## src/sv/lebu_pkg.sv

```systemverilog
`timescale 1ns / 1ps
`default_nettype none

package lebu_pkg;

    localparam int OP_W      = 3;
    localparam int CHAR_W    = 21;
    localparam int RIDX_W    = 6;
    localparam int POS_W     = 7;
    localparam int S_DATA_W  = 32;
    localparam int M_DATA_W  = 40;
    localparam logic [POS_W-1:0] LIMIT_RESET = 7'd64;

    typedef enum logic [OP_W-1:0] {
        OP_LEFT      = 3'd0,
        OP_RIGHT     = 3'd1,
        OP_INSERT    = 3'd2,
        OP_DEL_LEFT  = 3'd3,
        OP_DEL_RIGHT = 3'd4,
        OP_READ      = 3'd5
    } op_t;

    typedef enum logic [1:0] {
        ST_IDLE,
        ST_WALK,
        ST_RESP
    } state_t;

    typedef enum logic [1:0] {
        CMD_HOLD,
        CMD_LOAD,
        CMD_LEFT,
        CMD_RIGHT
    } cell_cmd_t;

    typedef enum logic [1:0] {
        TAP_HOLD,
        TAP_LOAD,
        TAP_CLEAR,
        TAP_SHIFT
    } tap_cmd_t;

    typedef struct packed {
        cell_cmd_t data_cmd;
        tap_cmd_t  tap_cmd;
    } cell_ctrl_t;

endpackage

`default_nettype wire

```

## src/sv/lebu_cell.sv

```systemverilog
`timescale 1ns / 1ps
`default_nettype none

module lebu_cell (
    input  wire logic                        aclk,
    input  wire lebu_pkg::cell_ctrl_t        ctrl,
    input  wire logic [lebu_pkg::CHAR_W-1:0] code_point,
    input  wire logic [lebu_pkg::CHAR_W-1:0] left_data,
    input  wire logic [lebu_pkg::CHAR_W-1:0] right_data,
    input  wire logic [lebu_pkg::CHAR_W-1:0] right_tap,
    output logic      [lebu_pkg::CHAR_W-1:0] data_out,
    output logic      [lebu_pkg::CHAR_W-1:0] tap_out
);
    import lebu_pkg::*;

    logic [CHAR_W-1:0] data_reg;
    logic [CHAR_W-1:0] tap_reg;

    always_ff @(posedge aclk) begin
        unique case (ctrl.data_cmd)
            CMD_LOAD:  data_reg <= code_point;
            CMD_LEFT:  data_reg <= left_data;
            CMD_RIGHT: data_reg <= right_data;
            default:   data_reg <= data_reg;
        endcase
    end

    always_ff @(posedge aclk) begin
        unique case (ctrl.tap_cmd)
            TAP_LOAD:  tap_reg <= data_reg;
            TAP_CLEAR: tap_reg <= '0;
            TAP_SHIFT: tap_reg <= right_tap;
            default:   tap_reg <= tap_reg;
        endcase
    end

    assign data_out = data_reg;
    assign tap_out  = tap_reg;

endmodule

`default_nettype wire

```

## config.mk

```make
export PLATFORM = sky130hd
export DESIGN_NAME = lebu_cell
export DESIGN_NICKNAME = d
export VERILOG_FILES = /design/src/sv/lebu_pkg.sv /design/src/sv/lebu_cell.sv
export SDC_FILE = /design/constraint.sdc
export NUM_CORES = 1
export LEC_CHECK = 0
export ABC_AREA = 1
export BUFFER_PORTS_ARGS = -buffer_cell sky130_fd_sc_hd__buf_2
export CAP_MARGIN = 15
export CORE_ASPECT_RATIO = 0.5
export CORE_MARGIN = 3
export CORE_UTILIZATION = 43
export DETAILED_ROUTE_END_ITERATION = 7
export PLACE_DENSITY = 0.89
export SYNTH_ARGS = -nofsm -noshare
export SYNTH_HDL_FRONTEND = slang
export SYNTH_SLANG_ARGS = --single-unit
```

## constraint.sdc

```tcl
create_clock -name aclk -period 1.52 [get_ports aclk]
set_input_delay 0.076 -clock aclk [delete_from_list [all_inputs] [get_ports aclk]]
set_output_delay 0.076 -clock aclk [all_outputs]
set_load 0.02 [all_outputs]
```

==> results of run 1 <==
## final cells by class
type                            count  area, um2  share of cell area (%)
Sequential cell                    42       1260                    44.6
Multi-Input combinational cell    149        717                    25.3
Timing Repair Buffer              133        673                    23.8
Tap cell                           66       82.6                    2.92
Clock buffer                        6       72.6                    2.57
Inverter                            3       13.8                   0.487
Clock inverter                      2       8.76                   0.310
## critical path, stage by stage
cell     delay [ps]
buf_2           320
inv_2           250
nand2_1         150
buf_4           210
## through the flow
stage	std cells	hold slack, ps
after global placement	393	365
final	401	75.5
after floorplan	211	268
after global routing	401	75.6
after detailed placement	393	371
after CTS	401	67.8
## per-layer routing
metal,wire (um),share of wire [%],track usage (%)
met2,3130,52,35.0
met1,2360,39,23.5
met3,385,6.4,3.59
met5,0,0,0
met4,127,2.1,8.12
## Yosys cell counts
cell type | number | area (um2)
buf_2 | 8 | 40.0
buf_4 | 2 | 15.0
buf_6 | 6 | 67.6
buf_8 | 1 | 15.0
edfxtp_1 | 42 | 1260
inv_2 | 2 | 7.51
inv_4 | 1 | 6.26
nand2_1 | 54 | 203
nand2_2 | 10 | 62.6
nand3_1 | 79 | 395
nand3_2 | 5 | 50.1
or2_2 | 1 | 6.26
## power breakdown
part	total (mW)	internal [mW]	switching, mW
Sequential	1.49	1.44	0.0549
Combinational	0.663	0.239	0.423
Clock	0.672	0.316	0.356
## worst min path at each step
stage | startpoint | to | depth (start not counted)
2_1_floorplan | code_point[14] | data_out[14]$_DFFE_PP_ | 2
3_3_place_gp | right_tap[0] | tap_out[0]$_DFFE_PP_ | 3
3_5_place_dp | right_tap[18] | tap_out[18]$_DFFE_PP_ | 3
4_1_cts | code_point[3] | data_out[3]$_DFFE_PP_ | 3
5_1_grt | right_tap[11] | tap_out[11]$_DFFE_PP_ | 3
6_report | right_tap[18] | tap_out[18]$_DFFE_PP_ | 3
## registers in the layout, indices dropped and copies added, names as in the netlist
register,flops
data_out,21
tap_out,21
## logic make-up after synthesis
group         count (synthesis)
simple gates                149
flops                        42
buf+inv                      20
==> results.json, run 1 <==
{
  "status": "completed",
  "antenna_found_initial": 0,
  "grt_max_degree": 43,
  "cp-endpoint": "data_out[20]$_DFFE_PP_",
  "synthCells": 211,
  "h-tree-depth": 2,
  "end_kind": "register",
  "cellPowerDensity_nw_per_um2": 999,
  "ys_types": 12,
  "cts_tree": "yes",
  "rr_endpoint": "tap_out[2]$_DFFE_PP_",
  "r2r_cells": 2,
  "synthXorXnorAreaFrac_pct": 0,
  "wl_um": 6000,
  "gp_congestion": 0.850,
  "cts_made_buffers": 5,
  "rrSetupSlack_ps": 690,
  "fin_area_um2": 2830,
  "clockRootBuffer": "clkbuf_8",
  "cp-startpoint": "ctrl[2]",
  "cts_setup_buffers": 0,
  "route.detailed.drc": 0,
  "clkSlewWorstSetupHoldPaths_ps": 70,
  "hold_viol": 0,
  "drv_slew": 0,
  "n_antenna_cell": 0,
  "io_pins": 131,
  "muxShareOfSynthArea_pct": 0,
  "grt-ovfl-total": 0,
  "path_max_fanout": 22,
  "wl_per_cell_um": 15.0,
  "grt_setup_unrepaired": "false",
  "coreArea_um2": 4570,
  "reg2reg_from": "data_out[2]$_DFFE_PP_",
  "power_leakage_nw": 1.41,
  "syn_avg_cell_area_um2": 10.1,
  "synth_area_um2": 2130,
  "dpl_cell_area_um2": 2750,
  "finalPower_mw": 2.83,
  "start_util_pct": 46.6,
  "fin_crit_ps": 1020,
  "ys_seq_area_share_pct": 59.2,
  "numPortBuffers": 130,
  "worst_slack_ps": 497,
  "finalSetupTns_ps": 0,
  "synthToLayoutAreaGrowth_pct": 32.8,
  "finalClockSkew_ps": 2.36,
  "cts.path.max_buffers": 2,
  "clk_latency_ps": 290,
  "yosysWarnings": 0,
  "worstSetupPathType": "in2reg",
  "fillCellCount": 390,
  "hold_buffers": 0,
  "synth_nets": 300,
  "slew_headroom_pct": 68.2,
  "pre_cts_ws_ps": 230,
  "timing.critical_path.required_ps": 1510,
  "drv_cap": 0,
  "drtIter0Drc": 103,
  "final_cell_mix": "buf_2, nand3_1, nand2_1, edfxtp_1, nand2_2",
  "tightest_slew_ps": 477,
  "die_w_um": 106,
  "utilization_pct": 61.9,
  "rows": 17,
  "die_area_um2": 5880,
  "setup_viol": 0,
  "antenna_left": 0,
  "ys_seq_elements": 42,
  "layout_commonest_cell": "buf_2",
  "finalNetCount": 423,
  "maxClockFrequency_mhz": 977,
  "track_usage_pct": 19.6,
  "grt_pass1_wl_um": 9270,
  "synthAdderAreaFrac_pct": 0,
  "vias": 2065,
  "ir_drop_mv": 0.421,
  "dp_hpwl_um": 4800,
  "hp-class": "in2reg",
  "synth_top_family_by_area": "simple AND/OR/NAND/NOR gates",
  "layout-drive-gt1-share_pct": 47.2,
  "routed_via_density": 5.15,
  "start_kind": "input port",
  "crit_arrival_ps": 1020,
  "dr.pass1.iters": 4,
  "synth_compound_area_share_pct": 0,
  "cts.sinks": 42,
  "fin_crit_sh_pct": 67.3,
  "cts_resized": 0,
  "grt_pass1_vias": 1964,
  "synth-simple-area-share_pct": 33.7,
  "die_h_um": 55.8
}
Note: power is estimated with default switching activity, not from simulation.
==> run 2, diff against run 1 <==
--- a/config.mk
+++ b/config.mk
@@ -10,9 +10,9 @@
 export CAP_MARGIN = 15
 export CORE_ASPECT_RATIO = 0.5
 export CORE_MARGIN = 3
-export CORE_UTILIZATION = 43
+export CORE_UTILIZATION = 39
 export DETAILED_ROUTE_END_ITERATION = 7
-export PLACE_DENSITY = 0.89
+export PLACE_DENSITY = 0.86
 export SYNTH_ARGS = -nofsm -noshare
 export SYNTH_HDL_FRONTEND = slang
 export SYNTH_SLANG_ARGS = --single-unit
==> constraint.sdc (replaced) <==
create_clock -name aclk -period 0.9 [get_ports aclk]
set_input_delay 0.045 -clock aclk [delete_from_list [all_inputs] [get_ports aclk]]
set_output_delay 0.045 -clock aclk [all_outputs]
set_load 0.02 [all_outputs]
==> run 2 against run 1 <==
Net effect:
- the run now ends with negative setup slack left
- clock skew up 13 ps
- first-iteration DRC count rose to 3.1 times the previous value
- global-route usage up 0.30 points
==> results.json, run 2 (synthesis gave the netlist of run 1 again) <==
{
  "hold_viol": 0,
  "cts_made_buffers": 5,
  "grt_pass1_vias": 2092,
  "end_kind": "output pin",
  "fin_crit_sh_pct": 109,
  "die_h_um": 58.3,
  "worstSetupPathType": "reg2out",
  "wl_um": 7430,
  "crit_arrival_ps": 930,
  "path_max_fanout": 2,
  "clkSlewWorstSetupHoldPaths_ps": 90,
  "final_cell_mix": "buf_2, nand3_1, nand2_1, edfxtp_1, buf_6",
  "h-tree-depth": 2,
  "die_area_um2": 6440,
  "fin_crit_ps": 979,
  "finalPower_mw": 5.83,
  "dp_hpwl_um": 4830,
  "maxClockFrequency_mhz": 1020,
  "cts_tree": "yes",
  "antenna_left": 0,
  "numPortBuffers": 130,
  "hp-class": "in2reg",
  "crit_buf_inv": 1,
  "start_util_pct": 41.8,
  "drv_cap": 0,
  "ir_drop_mv": 0.820,
  "gp_congestion": 0.991,
  "synthToLayoutAreaGrowth_pct": 52.2,
  "track_usage_pct": 19.9,
  "holdWs_ps": 24.2,
  "dr.pass1.iters": 6,
  "coreArea_um2": 5090,
  "route.detailed.drc": 0,
  "slew_headroom_pct": 68.8,
  "hold_buffers": 0,
  "n_antenna_cell": 0,
  "dpl_cell_area_um2": 2830,
  "clk_latency_ps": 300,
  "layout-drive-gt1-share_pct": 52.0,
  "grt-ovfl-total": 0,
  "cp_cell_sequence": "buf_6",
  "cellPowerDensity_nw_per_um2": 1800,
  "cts.sinks": 42,
  "violations": "negative setup slack",
  "finalClockSkew_ps": 15.1,
  "finalSetupTns_ps": -1310,
  "clockRootBuffer": "clkbuf_8",
  "io_pins": 131,
  "setup_viol": 31,
  "grt_max_degree": 43,
  "start_kind": "register",
  "rows": 18,
  "vias": 2274,
  "pre_cts_ws_ps": -78.3,
  "tightest_slew_ps": 469,
  "grt_setup_unrepaired": "true",
  "timing.critical_path.required_ps": 850,
  "routed_via_density": 5.44,
  "wl_per_cell_um": 17.8,
  "finalNetCount": 436,
  "worst_slack_ps": -78.9,
  "antenna_found_initial": 0,
  "fin_area_um2": 3240,
  "die_w_um": 111,
  "grt_pass1_wl_um": 10300,
  "status": "finished, violations left",
  "cts.path.max_buffers": 2,
  "critical-path-slowest-cell": "edfxtp_1",
  "drv_slew": 0,
  "power_leakage_nw": 1.58,
  "layout_commonest_cell": "buf_2",
  "drtIter0Drc": 322,
  "critical-path-max-stage-delay_ps": 460,
  "critPathTopFamily": "flip-flops"
}
-- run 2: path summary, 6_finish.rpt --
path / from / end / slack (ps) / depth (start not counted)
worst max-delay path: data_out[11]$_DFFE_PP_ / data_out[11] / -80 / 1
worst max register to register: data_out[0]$_DFFE_PP_ / tap_out[0]$_DFFE_PP_ / -70 / 3
worst min-delay path: code_point[14] / data_out[14]$_DFFE_PP_ / 20 / 3
worst min register to register: data_out[4]$_DFFE_PP_ / tap_out[4]$_DFFE_PP_ / 630 / 2
-- run 2: area by class of cell --
cell class	count	area (um2)
fillers	364	1850
flip-flops and latches	42	1260
clock buffers	5	68.8
multi-input cells	149	749
well taps	70	87.6
inverters	3	13.8
clock inverters	3	63.8
repair buffers	146	996
-- run 2: what timing repair did --
action	in CTS	in global routing
setup endpoints to repair	21	41
pin swaps	8	3
setup buffers	9	0
gates resized for setup	41	27
-- run 2: layer usage --
metal	GRT usage, %	part of all wire [%]
met3	4.69	7.5
met5	0	0
met2	35.6	51
met1	24.0	37
met4	7.37	4.5
-- run 2: per-stage QoR --
step	cells	util, %
finish	418	63.7
global route	418	63.7
CTS	418	62.0
detailed placement	401	55.6
global placement	401	55.6
floorplan	211	-
-- run 2: where the power goes --
group | switching [mW] | leakage, nW | internal [mW]
Clock | 0.676 | 0.0658 | 1.10
Combinational | 0.800 | 1.08 | 0.677
Sequential | 0.145 | 0.440 | 2.43
Total | 1.62 | 1.58 | 4.21
==> run 3, diff against run 2 <==
--- a/config.mk
+++ b/config.mk
@@ -10,9 +10,10 @@
 export CAP_MARGIN = 15
 export CORE_ASPECT_RATIO = 0.5
 export CORE_MARGIN = 3
-export CORE_UTILIZATION = 39
+export CORE_UTILIZATION = 46
 export DETAILED_ROUTE_END_ITERATION = 7
-export PLACE_DENSITY = 0.86
+export PLACE_DENSITY = 0.94
+export SETUP_SLACK_MARGIN = 0.2
 export SYNTH_ARGS = -nofsm -noshare
 export SYNTH_HDL_FRONTEND = slang
 export SYNTH_SLANG_ARGS = --single-unit
==> constraint.sdc (replaced) <==
create_clock -name aclk -period 1.2 [get_ports aclk]
set_input_delay 0.06 -clock aclk [delete_from_list [all_inputs] [get_ports aclk]]
set_output_delay 0.06 -clock aclk [all_outputs]
set_load 0.02 [all_outputs]
==> run 3 against run 2 <==
Net effect:
- the flow now finishes without violations
- non-clock buffer count down 6
- via count down 9.1%
- critical path depth unchanged
- critical endpoint is now data_out[20]
- highest routed layer unchanged
==> results.json, run 3 (synthesis gave the netlist of run 1 again) <==
{
  "grt_max_degree": 43,
  "die_area_um2": 5530,
  "layout_commonest_cell": "buf_2",
  "clockRootBuffer": "clkbuf_8",
  "path_max_fanout": 2,
  "critPathTopFamily": "flip-flops",
  "cellPowerDensity_nw_per_um2": 1260,
  "setup_viol": 0,
  "ir_drop_mv": 0.613,
  "synthToLayoutAreaGrowth_pct": 34.7,
  "grt_setup_unrepaired": "false",
  "die_w_um": 102,
  "drtIter0Drc": 91,
  "coreArea_um2": 4160,
  "numPortBuffers": 130,
  "critical-path-max-stage-delay_ps": 430,
  "drv_cap": 0,
  "grt_pass1_vias": 1869,
  "drv_slew": 0,
  "worstSetupPathType": "reg2out",
  "final_cell_mix": "buf_2, nand3_1, nand2_1, edfxtp_1, nand2_2",
  "maxClockFrequency_mhz": 1040,
  "status": "completed",
  "route.detailed.drc": 0,
  "crit_arrival_ps": 900,
  "finalClockSkew_ps": 6.38,
  "fillCellCount": 319,
  "vias": 2067,
  "clk_latency_ps": 290,
  "fin_crit_sh_pct": 80.4,
  "hold_viol": 0,
  "start_util_pct": 51.1,
  "utilization_pct": 68.9,
  "finalSetupTns_ps": 0,
  "rows": 16,
  "gp_congestion": 0.829,
  "layout-drive-gt1-share_pct": 48.5,
  "cts.sinks": 42,
  "wl_um": 5960,
  "grt_pass1_wl_um": 8890,
  "cts_resized": 0,
  "antenna_found_initial": 0,
  "finalNetCount": 430,
  "clkSlewWorstSetupHoldPaths_ps": 80,
  "fin_crit_ps": 964,
  "start_kind": "register",
  "cts.path.max_buffers": 2,
  "critical-path-slowest-cell": "edfxtp_1",
  "cp_cell_sequence": "buf_2",
  "n_antenna_cell": 0,
  "io_pins": 131,
  "power_leakage_nw": 1.45,
  "tightest_slew_ps": 477,
  "routed_via_density": 5.22,
  "track_usage_pct": 21.6,
  "die_h_um": 54.1,
  "wl_per_cell_um": 15.1,
  "antenna_left": 0,
  "h-tree-depth": 2,
  "cts_tree": "yes",
  "dp_hpwl_um": 4550,
  "grt-ovfl-total": 0,
  "cts_made_buffers": 5,
  "timing.critical_path.required_ps": 1140,
  "slew_headroom_pct": 68.2,
  "dr.pass1.iters": 5,
  "end_kind": "output pin",
  "crit_buf_inv": 1,
  "hp-class": "in2reg"
}
## run 3: cell types whose count changed in the layout (fill, tap and decap cells not counted), sizes merged
cell / before / now
clkinv: 1 / 2
bufinv: 2 / 0
clkbuf: 5 / 6
buf: 146 / 140
## run 3: worst paths after layout
check                           cells after the start               endpoint  slack, ps                    from
worst max-delay path                                1           data_out[20]        240  data_out[20]$_DFFE_PP_
worst min register to register                      2   tap_out[4]$_DFFE_PP_        560   data_out[4]$_DFFE_PP_
worst max register to register                      3  tap_out[16]$_DFFE_PP_        270  data_out[16]$_DFFE_PP_
worst min-delay path                                3   tap_out[4]$_DFFE_PP_         50            right_tap[4]
## run 3: power breakdown
group	total (mW)	switching [mW]	internal [mW]
clock network	0.853	0.453	0.400
logic	0.861	0.533	0.328
registers	1.90	0.0811	1.82
total	3.62	1.07	2.55
## run 3: final cells by class
| cell class | instances | area, um2 | area share (%) |
|---|---|---|---|
| Inverter | 3 | 13.8 | 0.480 |
| Multi-Input combinational cell | 149 | 719 | 25.1 |
| Sequential cell | 42 | 1260 | 44.0 |
| Timing Repair Buffer | 140 | 726 | 25.3 |
| Tap cell | 54 | 67.6 | 2.35 |
| Clock inverter | 2 | 8.76 | 0.305 |
| Clock buffer | 6 | 72.6 | 2.53 |
## run 3: layer usage
metal  GRT usage, %  wire (um)  vias to the layer above  share of wire (%)
met4           7.41         70                        0                1.2
met3           5.05        526                        6                8.8
met1           28.1       2230                      958                 37
met5              0          0                        -                  0
li1               -          -                     1000                  -
met2           36.1       3140                      103                 53
## run 3: repair_timing
item / 4_1_cts / 5_1_grt
setup endpoints to repair: 0 / 4
setup buffers: 0 / 4
hold buffers: 0 / 0
hold endpoints to repair: 0 / 0
## run 3: stage by stage
step	power [mW]	hold slack [ps]	instance area [um2]	std cells	worst slack [ps]
floorplan	2.41	252	2130	211	222
global placement	2.75	345	2760	384	235
detailed placement	2.78	349	2760	384	207
CTS	3.60	46.6	2840	392	221
global route	3.78	57.5	2870	396	206
finish	3.62	51.8	2870	396	236
